File: config.mk
export PLATFORM = sky130hd
export DESIGN_NAME = servo_status_frame_parser_core
export DESIGN_NICKNAME = d
export VERILOG_FILES = /design/src/rtl/ssfp_pkg.sv /design/src/rtl/ssfp_ctrl.sv /design/src/rtl/ssfp_dp.sv /design/src/rtl/servo_status_frame_parser_core.sv
export SDC_FILE = /design/constraint.sdc
export NUM_CORES = 1
export LEC_CHECK = 0
export ABC_AREA = 1
export BUFFER_PORTS_ARGS = -buffer_cell sky130_fd_sc_hd__buf_4
export CORE_MARGIN = 5
export CORE_UTILIZATION = 55
export CTS_CLUSTER_DIAMETER = 80
export DETAILED_ROUTE_END_ITERATION = 10
export PLACE_DENSITY = 0.69
export SYNTH_ARGS = -nofsm -noshare
export SYNTH_HDL_FRONTEND = slang
export SYNTH_SLANG_ARGS = --single-unit
export TNS_END_PERCENT = 30
File: constraint.sdc
create_clock -name clk -period 3.65 [get_ports clk]
set_clock_uncertainty 0.1 [all_clocks]
set_input_delay 0 -clock clk [delete_from_list [all_inputs] [get_ports clk]]
set_output_delay 0 -clock clk [all_outputs]
set_load 0.1 [all_outputs]
File: src/rtl/ssfp_pkg.sv
// ----------------------------------------------------------------------------
// ssfp_pkg
// Shared types and constants of the servo status frame parser.
// ----------------------------------------------------------------------------
package ssfp_pkg;

  // Default depth of the parameter store
  localparam int MAX_READ_DEF = 32;

  // Field widths
  localparam int BYTE_W    = 8;
  localparam int CNT_W     = 6;
  localparam int CFG_IDX_W = 2;
  localparam int OUT_W     = 32;

  // Register reset values
  localparam logic [BYTE_W-1:0] HEADER_RST = 8'hFF;
  localparam logic [BYTE_W-1:0] ID_RST     = 8'h01;
  localparam logic [CNT_W-1:0]  COUNT_RST  = 6'd0;

  // Smallest legal length field
  localparam logic [BYTE_W-1:0] MIN_LEN = 8'd2;

  // Configuration register indexes
  typedef enum logic [CFG_IDX_W-1:0] {
    CFG_HEADER = 2'd0,
    CFG_ID     = 2'd1,
    CFG_COUNT  = 2'd2
  } cfg_idx_t;

  // Status codes of a status item
  typedef enum logic [2:0] {
    ST_OK       = 3'd0,
    ST_BAD_HDR  = 3'd1,
    ST_WRONG_ID = 3'd2,
    ST_SHORT    = 3'd3,
    ST_SERVO    = 3'd4,
    ST_BAD_SUM  = 3'd5,
    ST_TIMEOUT  = 3'd6
  } status_code_t;

  // Controller states
  typedef enum logic [3:0] {
    S_HDR1     = 4'd0,
    S_HDR2     = 4'd1,
    S_ID       = 4'd2,
    S_LEN      = 4'd3,
    S_ERR      = 4'd4,
    S_PARAM    = 4'd5,
    S_CHK      = 4'd6,
    S_DRAIN_RD = 4'd7,
    S_DRAIN_LD = 4'd8
  } state_t;

  // Datapath operations
  typedef enum logic [3:0] {
    DP_NONE   = 4'd0,
    DP_ID     = 4'd1,
    DP_LEN    = 4'd2,
    DP_ERR    = 4'd3,
    DP_PARAM  = 4'd4,
    DP_FAIL   = 4'd5,
    DP_OK     = 4'd6,
    DP_READ   = 4'd7,
    DP_SEND   = 4'd8
  } dp_op_t;

  // Controller to datapath
  typedef struct packed {
    dp_op_t       op;
    status_code_t code;
  } dp_cmd_t;

  // Datapath to controller
  typedef struct packed {
    logic hdr_match;
    logic id_match;
    logic len_short;
    logic left_le2;
    logic err_nonzero;
    logic sum_ok;
    logic deliver_zero;
    logic drain_last;
    logic out_free;
  } dp_stat_t;

endpackage

File: src/rtl/ssfp_ctrl.sv
// ----------------------------------------------------------------------------
// ssfp_ctrl
// Frame state machine: walks the reply fields and the parameter drain.
// ----------------------------------------------------------------------------
module ssfp_ctrl (
  input  logic                clk,
  input  logic                rst,
  input  logic                in_valid,
  input  logic                in_timeout,
  output logic                in_ready,
  input  ssfp_pkg::dp_stat_t  stat,
  output ssfp_pkg::dp_cmd_t   cmd
);

  ssfp_pkg::state_t state;
  ssfp_pkg::state_t state_next;
  logic             rx_state;
  logic             take;

  // Byte-taking states
  always_comb begin
    rx_state = (state != ssfp_pkg::S_DRAIN_RD) && (state != ssfp_pkg::S_DRAIN_LD);
  end

  assign in_ready = rx_state && stat.out_free;
  assign take     = in_valid && in_ready;

  always_ff @(posedge clk) begin
    if (rst) begin
      state <= ssfp_pkg::S_HDR1;
    end else begin
      state <= state_next;
    end
  end

  // Next state
  always_comb begin
    state_next = state;
    if (take && in_timeout) begin
      state_next = ssfp_pkg::S_HDR1;
    end else begin
      unique case (state)
        ssfp_pkg::S_HDR1: begin
          if (take) state_next = stat.hdr_match ? ssfp_pkg::S_HDR2 : ssfp_pkg::S_HDR1;
        end
        ssfp_pkg::S_HDR2: begin
          if (take) state_next = stat.hdr_match ? ssfp_pkg::S_ID : ssfp_pkg::S_HDR1;
        end
        ssfp_pkg::S_ID: begin
          if (take) state_next = stat.id_match ? ssfp_pkg::S_LEN : ssfp_pkg::S_HDR1;
        end
        ssfp_pkg::S_LEN: begin
          if (take) state_next = stat.len_short ? ssfp_pkg::S_HDR1 : ssfp_pkg::S_ERR;
        end
        ssfp_pkg::S_ERR, ssfp_pkg::S_PARAM: begin
          if (take) state_next = stat.left_le2 ? ssfp_pkg::S_CHK : ssfp_pkg::S_PARAM;
        end
        ssfp_pkg::S_CHK: begin
          if (take) begin
            if (stat.err_nonzero || !stat.sum_ok || stat.deliver_zero) begin
              state_next = ssfp_pkg::S_HDR1;
            end else begin
              state_next = ssfp_pkg::S_DRAIN_RD;
            end
          end
        end
        ssfp_pkg::S_DRAIN_RD: begin
          state_next = ssfp_pkg::S_DRAIN_LD;
        end
        ssfp_pkg::S_DRAIN_LD: begin
          if (stat.out_free) begin
            state_next = stat.drain_last ? ssfp_pkg::S_HDR1 : ssfp_pkg::S_DRAIN_RD;
          end
        end
        default: begin
          state_next = ssfp_pkg::S_HDR1;
        end
      endcase
    end
  end

  // Datapath commands
  always_comb begin
    cmd.op   = ssfp_pkg::DP_NONE;
    cmd.code = ssfp_pkg::ST_OK;
    if (take && in_timeout) begin
      cmd.op   = ssfp_pkg::DP_FAIL;
      cmd.code = ssfp_pkg::ST_TIMEOUT;
    end else begin
      unique case (state)
        ssfp_pkg::S_HDR1, ssfp_pkg::S_HDR2: begin
          if (take && !stat.hdr_match) begin
            cmd.op   = ssfp_pkg::DP_FAIL;
            cmd.code = ssfp_pkg::ST_BAD_HDR;
          end
        end
        ssfp_pkg::S_ID: begin
          if (take) begin
            if (stat.id_match) begin
              cmd.op = ssfp_pkg::DP_ID;
            end else begin
              cmd.op   = ssfp_pkg::DP_FAIL;
              cmd.code = ssfp_pkg::ST_WRONG_ID;
            end
          end
        end
        ssfp_pkg::S_LEN: begin
          if (take) begin
            if (stat.len_short) begin
              cmd.op   = ssfp_pkg::DP_FAIL;
              cmd.code = ssfp_pkg::ST_SHORT;
            end else begin
              cmd.op = ssfp_pkg::DP_LEN;
            end
          end
        end
        ssfp_pkg::S_ERR: begin
          if (take) cmd.op = ssfp_pkg::DP_ERR;
        end
        ssfp_pkg::S_PARAM: begin
          if (take) cmd.op = ssfp_pkg::DP_PARAM;
        end
        ssfp_pkg::S_CHK: begin
          if (take) begin
            // Servo error wins over a bad checksum
            priority if (stat.err_nonzero) begin
              cmd.op   = ssfp_pkg::DP_FAIL;
              cmd.code = ssfp_pkg::ST_SERVO;
            end else if (!stat.sum_ok) begin
              cmd.op   = ssfp_pkg::DP_FAIL;
              cmd.code = ssfp_pkg::ST_BAD_SUM;
            end else begin
              cmd.op = ssfp_pkg::DP_OK;
            end
          end
        end
        ssfp_pkg::S_DRAIN_RD: begin
          cmd.op = ssfp_pkg::DP_READ;
        end
        ssfp_pkg::S_DRAIN_LD: begin
          if (stat.out_free) cmd.op = ssfp_pkg::DP_SEND;
        end
        default: begin
          cmd.op = ssfp_pkg::DP_NONE;
        end
      endcase
    end
  end

endmodule

File: src/rtl/ssfp_dp.sv
// ----------------------------------------------------------------------------
// ssfp_dp
// Frame datapath: config registers, running sum, parameter store and the
// output register.
// ----------------------------------------------------------------------------
module ssfp_dp #(
  parameter int MAX_READ = ssfp_pkg::MAX_READ_DEF
) (
  input  logic                           clk,
  input  logic                           rst,
  input  logic                           cfg_we,
  input  logic [ssfp_pkg::CFG_IDX_W-1:0] cfg_index,
  input  logic [ssfp_pkg::BYTE_W-1:0]    cfg_data,
  input  logic [ssfp_pkg::BYTE_W-1:0]    rx_byte,
  input  ssfp_pkg::dp_cmd_t              cmd,
  output ssfp_pkg::dp_stat_t             stat,
  input  logic                           out_ready,
  output logic                           out_valid,
  output logic                           out_is_status,
  output logic [2:0]                     out_status,
  output logic [ssfp_pkg::BYTE_W-1:0]    out_byte,
  output logic [ssfp_pkg::CNT_W-1:0]     out_count,
  output logic [ssfp_pkg::BYTE_W-1:0]    out_err,
  output logic                           out_last
);

  localparam int IDX_W = (MAX_READ > 1) ? $clog2(MAX_READ) : 1;
  localparam logic [ssfp_pkg::CNT_W-1:0] STORE_MAX = ssfp_pkg::CNT_W'(MAX_READ);

  // Configuration
  logic [ssfp_pkg::BYTE_W-1:0] header_byte;
  logic [ssfp_pkg::BYTE_W-1:0] expected_id;
  logic [ssfp_pkg::CNT_W-1:0]  read_count;

  // Frame state
  logic [ssfp_pkg::BYTE_W-1:0] running_sum;
  logic [ssfp_pkg::BYTE_W-1:0] bytes_left;
  logic [ssfp_pkg::BYTE_W-1:0] error_value;
  logic [ssfp_pkg::CNT_W-1:0]  stored_count;
  logic [ssfp_pkg::CNT_W-1:0]  deliver_count;
  logic [ssfp_pkg::CNT_W-1:0]  drain_idx;
  logic [ssfp_pkg::CNT_W-1:0]  deliver_next;

  // Parameter store
  logic [ssfp_pkg::BYTE_W-1:0] store_mem [MAX_READ];
  logic [ssfp_pkg::BYTE_W-1:0] rd_data;
  logic                        store_we;
  logic                        out_load;

  // Delivered count is the lesser of request and stored bytes
  assign deliver_next = (read_count < stored_count) ? read_count : stored_count;

  assign store_we = (cmd.op == ssfp_pkg::DP_PARAM) && (stored_count < STORE_MAX);
  assign out_load = (cmd.op == ssfp_pkg::DP_FAIL) || (cmd.op == ssfp_pkg::DP_OK) ||
                    (cmd.op == ssfp_pkg::DP_SEND);

  // Status toward the controller
  always_comb begin
    stat.hdr_match    = (rx_byte == header_byte);
    stat.id_match     = (rx_byte == expected_id);
    stat.len_short    = (rx_byte < ssfp_pkg::MIN_LEN);
    stat.left_le2     = (bytes_left <= ssfp_pkg::MIN_LEN);
    stat.err_nonzero  = (error_value != '0);
    stat.sum_ok       = ((~running_sum) == rx_byte);
    stat.deliver_zero = (deliver_next == '0);
    stat.drain_last   = ((drain_idx + ssfp_pkg::CNT_W'(1)) == deliver_count);
    stat.out_free     = !out_valid || out_ready;
  end

  // Config writes
  always_ff @(posedge clk) begin
    if (rst) begin
      header_byte <= ssfp_pkg::HEADER_RST;
      expected_id <= ssfp_pkg::ID_RST;
      read_count  <= ssfp_pkg::COUNT_RST;
    end else if (cfg_we) begin
      unique case (cfg_index)
        ssfp_pkg::CFG_HEADER: header_byte <= cfg_data;
        ssfp_pkg::CFG_ID:     expected_id <= cfg_data;
        ssfp_pkg::CFG_COUNT:  read_count  <= cfg_data[ssfp_pkg::CNT_W-1:0];
        default: ;
      endcase
    end
  end

  // Frame registers
  always_ff @(posedge clk) begin
    if (rst) begin
      running_sum   <= '0;
      bytes_left    <= '0;
      error_value   <= '0;
      stored_count  <= '0;
      deliver_count <= '0;
      drain_idx     <= '0;
    end else begin
      unique case (cmd.op)
        ssfp_pkg::DP_ID: begin
          running_sum <= rx_byte;
        end
        ssfp_pkg::DP_LEN: begin
          running_sum  <= running_sum + rx_byte;
          bytes_left   <= rx_byte;
          error_value  <= '0;
          stored_count <= '0;
        end
        ssfp_pkg::DP_ERR: begin
          error_value <= rx_byte;
          running_sum <= running_sum + rx_byte;
          bytes_left  <= bytes_left - 8'd1;
        end
        ssfp_pkg::DP_PARAM: begin
          running_sum <= running_sum + rx_byte;
          bytes_left  <= bytes_left - 8'd1;
          if (store_we) stored_count <= stored_count + ssfp_pkg::CNT_W'(1);
        end
        ssfp_pkg::DP_FAIL, ssfp_pkg::DP_OK: begin
          // Return to idle; keep the count for the drain
          running_sum   <= '0;
          bytes_left    <= '0;
          error_value   <= '0;
          stored_count  <= '0;
          deliver_count <= deliver_next;
          drain_idx     <= '0;
        end
        ssfp_pkg::DP_SEND: begin
          drain_idx <= drain_idx + ssfp_pkg::CNT_W'(1);
        end
        default: ;
      endcase
    end
  end

  // Store write and registered read
  always_ff @(posedge clk) begin
    if (store_we) begin
      store_mem[stored_count[IDX_W-1:0]] <= rx_byte;
    end
    if (cmd.op == ssfp_pkg::DP_READ) begin
      rd_data <= store_mem[drain_idx[IDX_W-1:0]];
    end
  end

  // Output valid: set on load, drop when taken
  always_ff @(posedge clk) begin
    if (rst) begin
      out_valid <= 1'b0;
    end else if (out_load) begin
      out_valid <= 1'b1;
    end else if (out_ready) begin
      out_valid <= 1'b0;
    end
  end

  // Output payload
  always_ff @(posedge clk) begin
    if (out_load) begin
      unique case (cmd.op)
        ssfp_pkg::DP_FAIL: begin
          out_is_status <= 1'b1;
          out_status    <= cmd.code;
          out_byte      <= '0;
          out_count     <= '0;
          out_err       <= error_value;
          out_last      <= 1'b1;
        end
        ssfp_pkg::DP_OK: begin
          out_is_status <= 1'b1;
          out_status    <= ssfp_pkg::ST_OK;
          out_byte      <= '0;
          out_count     <= deliver_next;
          out_err       <= error_value;
          out_last      <= (deliver_next == '0);
        end
        default: begin
          out_is_status <= 1'b0;
          out_status    <= ssfp_pkg::ST_OK;
          out_byte      <= rd_data;
          out_count     <= deliver_count;
          out_err       <= error_value;
          out_last      <= stat.drain_last;
        end
      endcase
    end
  end

endmodule

File: src/rtl/servo_status_frame_parser_core.sv
// ----------------------------------------------------------------------------
// servo_status_frame_parser_core
// Parser for servo status replies: HDR HDR ID LEN ERR PARAM... CHK.
// ----------------------------------------------------------------------------
// Usage:
//   s_* carries one received line byte per request (tdata) or a read
//   timeout event (tuser). m_* carries result requests: one status item per
//   reply, followed on success by up to read_count parameter bytes.
//   cfg_* writes header_byte (0), expected_id (1) and read_count (2); write
//   it only while the parser is idle.
// Results:
//   A byte that ends a frame or fails a check shows its status item in the
//   cycle after it is taken; other bytes give no result. After a good
//   checksum with no servo error, each byte to deliver gets a registered
//   read of the parameter store (S_DRAIN_RD) and then goes to the
//   output register (S_DRAIN_LD); no input is taken during the drain.
// Reset:
//   The parser waits for the first header byte; registers return to 0xFF,
//   1 and 0.
// Stall:
//   The output register holds its item; s_tready drops while that register
//   is full and not being taken, and the drain pauses.
// ----------------------------------------------------------------------------
module servo_status_frame_parser_core #(
  parameter int MAX_READ = ssfp_pkg::MAX_READ_DEF
) (
  input  logic                           clk,
  input  logic                           rst,
  // rx_byte[7:0]
  input  logic [7:0]                     s_tdata,
  // timed_out
  input  logic                           s_tuser,
  input  logic                           s_tvalid,
  output logic                           s_tready,
  // status[2:0], data_byte[10:3], data_count[16:11], servo_error[24:17]
  output logic [ssfp_pkg::OUT_W-1:0]     m_tdata,
  // is_status
  output logic                           m_tuser,
  output logic                           m_tlast,
  output logic                           m_tvalid,
  input  logic                           m_tready,
  input  logic                           cfg_valid,
  output logic                           cfg_ready,
  input  logic [ssfp_pkg::CFG_IDX_W-1:0] cfg_index,
  input  logic [ssfp_pkg::BYTE_W-1:0]    cfg_data
);

  ssfp_pkg::dp_cmd_t           cmd;
  ssfp_pkg::dp_stat_t          stat;
  logic [2:0]                  out_status;
  logic [ssfp_pkg::BYTE_W-1:0] out_byte;
  logic [ssfp_pkg::CNT_W-1:0]  out_count;
  logic [ssfp_pkg::BYTE_W-1:0] out_err;

  // Configuration writes are always taken
  assign cfg_ready = 1'b1;

  ssfp_ctrl u_ctrl (
    .clk        (clk),
    .rst        (rst),
    .in_valid   (s_tvalid),
    .in_timeout (s_tuser),
    .in_ready   (s_tready),
    .stat       (stat),
    .cmd        (cmd)
  );

  ssfp_dp #(
    .MAX_READ (MAX_READ)
  ) u_dp (
    .clk           (clk),
    .rst           (rst),
    .cfg_we        (cfg_valid && cfg_ready),
    .cfg_index     (cfg_index),
    .cfg_data      (cfg_data),
    .rx_byte       (s_tdata),
    .cmd           (cmd),
    .stat          (stat),
    .out_ready     (m_tready),
    .out_valid     (m_tvalid),
    .out_is_status (m_tuser),
    .out_status    (out_status),
    .out_byte      (out_byte),
    .out_count     (out_count),
    .out_err       (out_err),
    .out_last      (m_tlast)
  );

  // Pack result fields, lowest first
  assign m_tdata = {7'd0, out_err, out_count, out_byte, out_status};

endmodule
After elaboration in Yosys (flattened, before gate mapping)
Memories as Yosys holds them, arrays and structs flattened. A register that Yosys moved wholly into a read port is not among the register bits.
Index checks and enable logic that the tools add are counted.
{ "totals": {"register_bits": 96, "latchBits": 0, "mem_bits_rw": 256, "romBits": 0, "out_inout_bits": 37, "wordCells": 144, "n_memories": 1} }
{ "mem_list": {"columns": ["name", "depth", "word_bits", "read_ports", "rd_clocked_by_memory_dff", "write_ports", "line_no", "rtl"], "rows": [
  ["u_dp.store_mem", 32, 8, 1, 1, 1, "ssfp_dp.sv:45", "logic [ssfp_pkg::BYTE_W-1:0] store_mem [MAX_READ];"]
]} }
{ "classes": {"addsub": 4, "n_mul": 0, "n_div": 0, "order_cmp": 4, "eq_ne": 32, "shift": 0, "n_mux": 46, "n_bitwise": 2, "reduce_logical": 37} }
{ "ops": {"columns": ["operator", "count"], "rows": [
  ["4-bit one-hot mux with 8 select lines", 2],
  ["8-bit one-hot mux with 3 select lines", 2],
  ["6-bit one-hot mux with 2 select lines", 3],
  ["4-bit by 3-bit == test with 1-bit output (second input constant)", 8],
  ["4-bit two-way mux", 8],
  ["6-bit two-way mux", 5],
  ["8-bit == test", 3],
  ["3-bit two-way mux", 7],
  ["4-bit by 2-bit == test with 1-bit output (second input constant)", 4],
  ["2-bit by 1-bit inequality test with 1-bit output (second input constant)", 8],
  ["8-bit one-hot mux with 2 select lines", 1],
  ["2-bit two-way mux", 7],
  ["7-bit two-way mux", 2],
  ["6-bit by 1-bit adder with 6-bit output (second input constant)", 2],
  ["3-bit one-hot mux with 4 select lines", 1],
  ["2-bit OR reduction", 6],
  ["8-bit adder", 1],
  ["4-bit by 1-bit == test with 1-bit output (second input constant)", 2],
  ["4-bit == test (second input constant)", 2],
  ["8-bit by 2-bit less-or-equal comparator with 1-bit output (second input constant)", 1],
  ["8-bit by 2-bit less-than comparator with 1-bit output (second input constant)", 1],
  ["8-bit NOT", 1],
  ["2-bit AND reduction", 4],
  ["2-bit nonzero test", 4],
  ["other kinds (22)", 40]
]} }

Depth between registers and ports, before layout
{ "depth": {"word_depth": 12, "mapped_depth": 18, "ltp_nobuf": 17} }

Cells and area by module
Synthesis repeated with hierarchy kept, for this count alone.
{ "hier_totals": {"cells_unflattened": 1445, "area_unflattened_um2": 15626.2} }
{ "by_module_without_submodules": {"columns": ["module", "instances", "cells_each", "area_per_inst_um2", "seq_area_each_um2"], "rows": [
  ["ssfp_dp", 1, 1340, 14988.1, 10039.6],
  ["ssfp_ctrl", 1, 95, 570.5, 80.1],
  ["servo_status_frame_parser_core", 1, 10, 67.6, 0.0]
]} }

Least setup slack after synthesis
Ideal clock, no wire load.
{ "synth_path": {"path_type": "register to register", "start": "reg u_dp.out_valid", "end": "mem u_dp.store_mem[0][0] (netlist name) (enable)", "setup_time_ns": 0.370, "t_arrival_ns": 2.808, "setup_slack_ns": 0.371, "path_stages_with_launch": 13, "n_path_buf": 0, "path_cell_list": "dfxtp_1 inv_1 nor2_2 inv_1 nand3_4 nor2_8 nand3_1 nand2_1 nor2_2 nand4_4 nor2_4 nand2_1 nor2_1"} }
{ "synth_via": {"elab_chain_len": 12} }
{ "synth_lines": {"columns": ["item", "line_no", "rtl"], "rows": [
  ["start, declared", "ssfp_dp.sv:18", "output logic out_valid,"],
  ["start signal, assigned", "ssfp_dp.sv:146", "out_valid <= 1'b0;"],
  ["start signal, assigned", "ssfp_dp.sv:148", "out_valid <= 1'b1;"],
  ["start signal, assigned", "ssfp_dp.sv:150", "out_valid <= 1'b0;"],
  ["1-bit zero test *", "ssfp_dp.sv:67", "stat.out_free = !out_valid || out_ready;"],
  ["1-bit logical OR *", "ssfp_dp.sv:67", null],
  ["1-bit logical AND", "ssfp_ctrl.sv:25", "assign in_ready = rx_state && stat.out_free;"],
  ["1-bit logical AND", "ssfp_ctrl.sv:26", "assign take = in_valid && in_ready;"],
  ["1-bit logical AND", "ssfp_ctrl.sv:92", "if (take && !stat.hdr_match) begin"],
  ["6-bit two-way mux", "ssfp_ctrl.sv:92", null],
  ["4-bit one-hot mux with 8 select lines", "ssfp_ctrl.sv:90", "unique case (state)"],
  ["7-bit two-way mux *", "ssfp_ctrl.sv:86", "if (take && in_timeout) begin"],
  ["4-bit by 3-bit == test with 1-bit output *", "ssfp_dp.sv:53", "assign store_we = (cmd.op == ssfp_pkg::DP_PARAM) && (stored_count < STORE_MAX);"],
  ["1-bit logical AND *", "ssfp_dp.sv:53", null],
  ["1-bit two-way mux *", "ssfp_dp.sv:135", "if (store_we) begin"],
  ["1-bit two-way mux (not written as such) *", "ssfp_dp.sv:136", "store_mem[stored_count[IDX_W-1:0]] <= rx_byte;"],
  ["end, declared", "ssfp_dp.sv:45", null]
]} }
Every way passes the cells marked *; elsewhere a longest branch is shown, timed or not.

Final worst setup path
{ "layout_path": {"start": "in s_tdata[5]", "end": "mem u_dp.store_mem[10][3] (netlist name) (enable)"} }
{ "layout_via": {"elab_chain_len": 10} }
{ "layout_lines": {"columns": ["item", "line_no", "rtl"], "rows": [
  ["start, declared", "servo_status_frame_parser_core.sv:30", "input logic [7:0] s_tdata,"],
  ["branches (longest 4 deep; another with 8-bit by 2-bit less-than comparator with 1-bit output)", null, null],
  ["4-bit one-hot mux with 8 select lines *", "ssfp_ctrl.sv:90", null],
  ["7-bit two-way mux *", "ssfp_ctrl.sv:86", null],
  ["4-bit by 3-bit == test with 1-bit output *", "ssfp_dp.sv:53", null],
  ["1-bit logical AND *", "ssfp_dp.sv:53", null],
  ["1-bit two-way mux *", "ssfp_dp.sv:135", null],
  ["1-bit two-way mux (not written as such) *", "ssfp_dp.sv:136", null]
]} }
Every way passes the cells marked *.

==> impl_metrics.yaml <==
status:
  outcome: "complete, no violations"
yosys:
  yosysSeqAreaShare_pct: 63.3
  synth_cells: 1578
  synth_ff_type: "edfxtp_1"
  synth-seq-cells: 360
  ys_types: 44
  yosys_warnings: 0
  syn_avg_cell_area_um2: 10.1
  netlist_area_um2: 16000
  synth-edff-count: 291
  async_flop_share_pct: 0
global_route:
  grt_pass1_wl_mm: 61.4
  antenna_found_initial: 1
  grt_max_degree: 73
  first_global_vias: 11000
  grt.total_usage_pct: 23.9
  grt-ovfl-total: 0
die:
  rows: 62
  dieArea_um2: 32600
  die_y_um: 181
  start_util_pct: 55.7
  die_w_um: 181
  core_um2: 28700
  io_pins: 61
setup_path:
  critPathLaunchType: "input pin"
  criticalPathCategory: "input pin to flop"
  path_max_fanout: 38
  max_stage_delay_ns: 0.59
  crit_chain: "dlygate4sd3_1 > buf_4 > ha_1 > nand2_1 > nor2_1 > nand4_1 > nand3_1 > nand2_1 > nor2_2 > nand4_4 > nor2_4 > nand2_1 > nor2_1"
  worst_path_most_repeated_cell: "nand2_1"
  critPathArrivalTime_ns: 3.24
  crit_path_end_kind: "flop"
  worst_path_max_delay_cell: "nor2_1"
  critPathRequiredTime_ns: 3.68
power:
  power.leakage_nw: 6.89
  combPwrFrac_pct: 22.0
  p_total_mw: 10.7
  switching_power_mw: 3.32
  power_density_nw_per_um2: 582
  intPower_mw: 7.41
  seq_power_share_pct: 44.4
  clockPowerShare_pct: 33.6
  peakVddDrop_v: 0.000327
  switching_share_pct: 30.9
sta:
  rsz0062_at_grt: "no"
  fin_crit_sh_pct: 88.0
  finalMaxSlewViolations: 0
  timing.fmax_ghz: 0.311
  fin_tns_setup_ns: 0
  fin_crit_ns: 3.21
  hold_violations: 0
  tightest_slew_ns: 0.678
  relSlewSlack_pct: 54.6
  setup_violations: 0
cells_and_area:
  fillCellCount: 2308
  insertedDiodeCount: 0
  multiInputGateArea_um2: 5180
  utilization_pct: 64.2
  synthToLayoutAreaGrowth_pct: 15.3
  ff_latch_area_um2: 10100
  mostFrequentLayoutCells: "nor2_1 (291), edfxtp_1 (291), nand2_1 (259), o21ai_0 (177), buf_4 (94)"
  drive_gt1_share_pct: 12.8
  nets: 1725
clocking:
  cts_buffer_depth: 3
  ctsHoldBuffers: 38
  root_buffer: "clkbuf_16"
  htreeDepth: 2
  postCtsSetupRepairBufs: 0
  clk_latency_ns: 0.52
  cts_buffers: 37
  clkTransAtPathRegs_ns: 0.06
  cts-resized-gates: 0
  cts_tree: "built"
  clock-sinks: 360
placement:
  numPortBuffers: 52
  gp_congestion: 0.890
  hpwl_mm: 25.7
drt:
  drtIter0Drc: 1242
  avgViaCountPerCell: 5.63
  drcViolationCount: 0
  wl_per_cell_um: 19.0
  ant_nets: 0
  vias: 11800
  wl_mm: 39.7
  dr.pass1.iters: 5
flow_run:
  maxCapViolations: 0
worst_hold_path:
  hold_path.class: "input pin to flop"
==> worst max-delay path: cells and delay by family <==
| family | cells | cell delay (ns) |
|---|---|---|
| adder cells (fa/ha/maj) | 1 | 0.27 |
| buffers and inverters | 2 | 0.96 |
| AND/OR/NAND/NOR | 10 | 2.00 |
==> routing by layer <==
metal  up-vias  global-route usage (%)  share of wire (%)
li1       5670                       -                  -
met1      5592                    34.3                 43
met2       435                    38.6                 47
met3        69                    3.92                7.5
met4         2                    6.08                2.5
met5         -                       0              0.038
==> metrics by stage <==
step                worst slack, ns  cells  hold WS (ns)  area (um^2)
global placement              0.619   1988         0.126        16900
CTS                           0.447   2092        0.0167        18400
detailed placement            0.485   1988         0.135        16900
floorplan                     0.371   1584      -0.00113        16000
finish                        0.438   2092        0.0594        18400
global route                  0.164   2092         0.113        18400
==> power groups by stage <==
stage	registers, mW	logic, mW	clock network [mW]
after global placement	4.85	2.29	0
after floorplan	5.34	1.25	0
after global routing	4.78	2.57	3.84
after detailed placement	4.85	2.31	0
after CTS	4.77	2.35	3.66
final	4.77	2.36	3.60
==> final cells by class <==
type | count | share of cell area (%)
flip-flops and latches | 360 | 54.9
repair buffers | 133 | 6.00
clock inverters | 17 | 0.916
inverters | 102 | 2.08
multi-input cells | 1047 | 28.1
well taps | 384 | 2.61
clock buffers | 49 | 5.38
==> registers in the layout, indices dropped and copies added (netlist names) <==
register and flops:
u_dp.out_err 8, u_dp.running_sum 8, u_dp.out_byte 8, u_dp.bytes_left 8
u_dp.store_mem 256, u_dp.out_is_status 1, u_dp.out_status 3, u_ctrl.state 4
u_dp.out_count 6, u_dp.expected_id 8, u_dp.rd_data 8, u_dp.read_count 6
u_dp.drain_idx 6, u_dp.out_last 1, u_dp.stored_count 6, u_dp.header_byte 8
u_dp.deliver_count 6, u_dp.error_value 8, u_dp.out_valid 1
==> logic make-up after synthesis <==
family / synth area share [%]
XOR/XNOR: 0.767
flip-flops: 63.3
buffers and inverters: 4.46
other: 0.0470
AND/OR/NAND/NOR: 18.1
adder cells (fa/ha/maj): 1.61
AO/OA/AOI/OAI: 11.7
==> cell usage after synthesis (2+ instances only) <==
| library cell | n | share of area [%] |
|---|---|---|
| or2_2 | 6 | 0.23 |
| nor3_1 | 6 | 0.19 |
| nand2_4 | 6 | 0.42 |
| nand2_1 | 259 | 6.1 |
| o22ai_1 | 79 | 3.1 |
| o31ai_1 | 2 | 0.094 |
| nor2_8 | 2 | 0.25 |
| conb_1 | 2 | 0.047 |
| a211oi_1 | 3 | 0.14 |
| o211ai_1 | 11 | 0.52 |
| nand3_1 | 36 | 1.1 |
| o21bai_1 | 3 | 0.14 |
| buf_4 | 9 | 0.42 |
| nand3_2 | 2 | 0.13 |
| buf_1 | 8 | 0.19 |
| ha_1 | 19 | 1.5 |
| edfxtp_1 | 291 | 55 |
| nor2_4 | 7 | 0.49 |
| o21ai_1 | 10 | 0.31 |
| dfxtp_1 | 69 | 8.6 |
| clkbuf_1 | 56 | 1.3 |
| inv_1 | 78 | 1.8 |
| nand2_2 | 8 | 0.31 |
| nand4_1 | 12 | 0.47 |
| clkinv_1 | 3 | 0.070 |
| o21ai_0 | 177 | 5.5 |
| nor2_2 | 12 | 0.47 |
| buf_6 | 2 | 0.14 |
| xnor2_1 | 4 | 0.22 |
| inv_2 | 21 | 0.49 |
| xor2_1 | 10 | 0.55 |
| nand3_4 | 3 | 0.33 |
| nand3b_1 | 9 | 0.42 |
| a21oi_1 | 53 | 1.7 |
| nor2_1 | 291 | 6.8 |
==> path summary, 6_finish.rpt <==
kind                                               to                 from  slack, ns  depth (start not counted)
worst min register to register        u_dp.out_err[1]  u_dp.error_value[1]       0.36                          0
worst max register to register  u_dp.store_mem[10][3]      u_ctrl.state[1]       0.48                         12
worst max-delay path            u_dp.store_mem[10][3]           s_tdata[5]       0.44                         13
worst min-delay path              u_dp.expected_id[4]            cfg_valid       0.06                          3
Power figures use the tool's default switching activity.
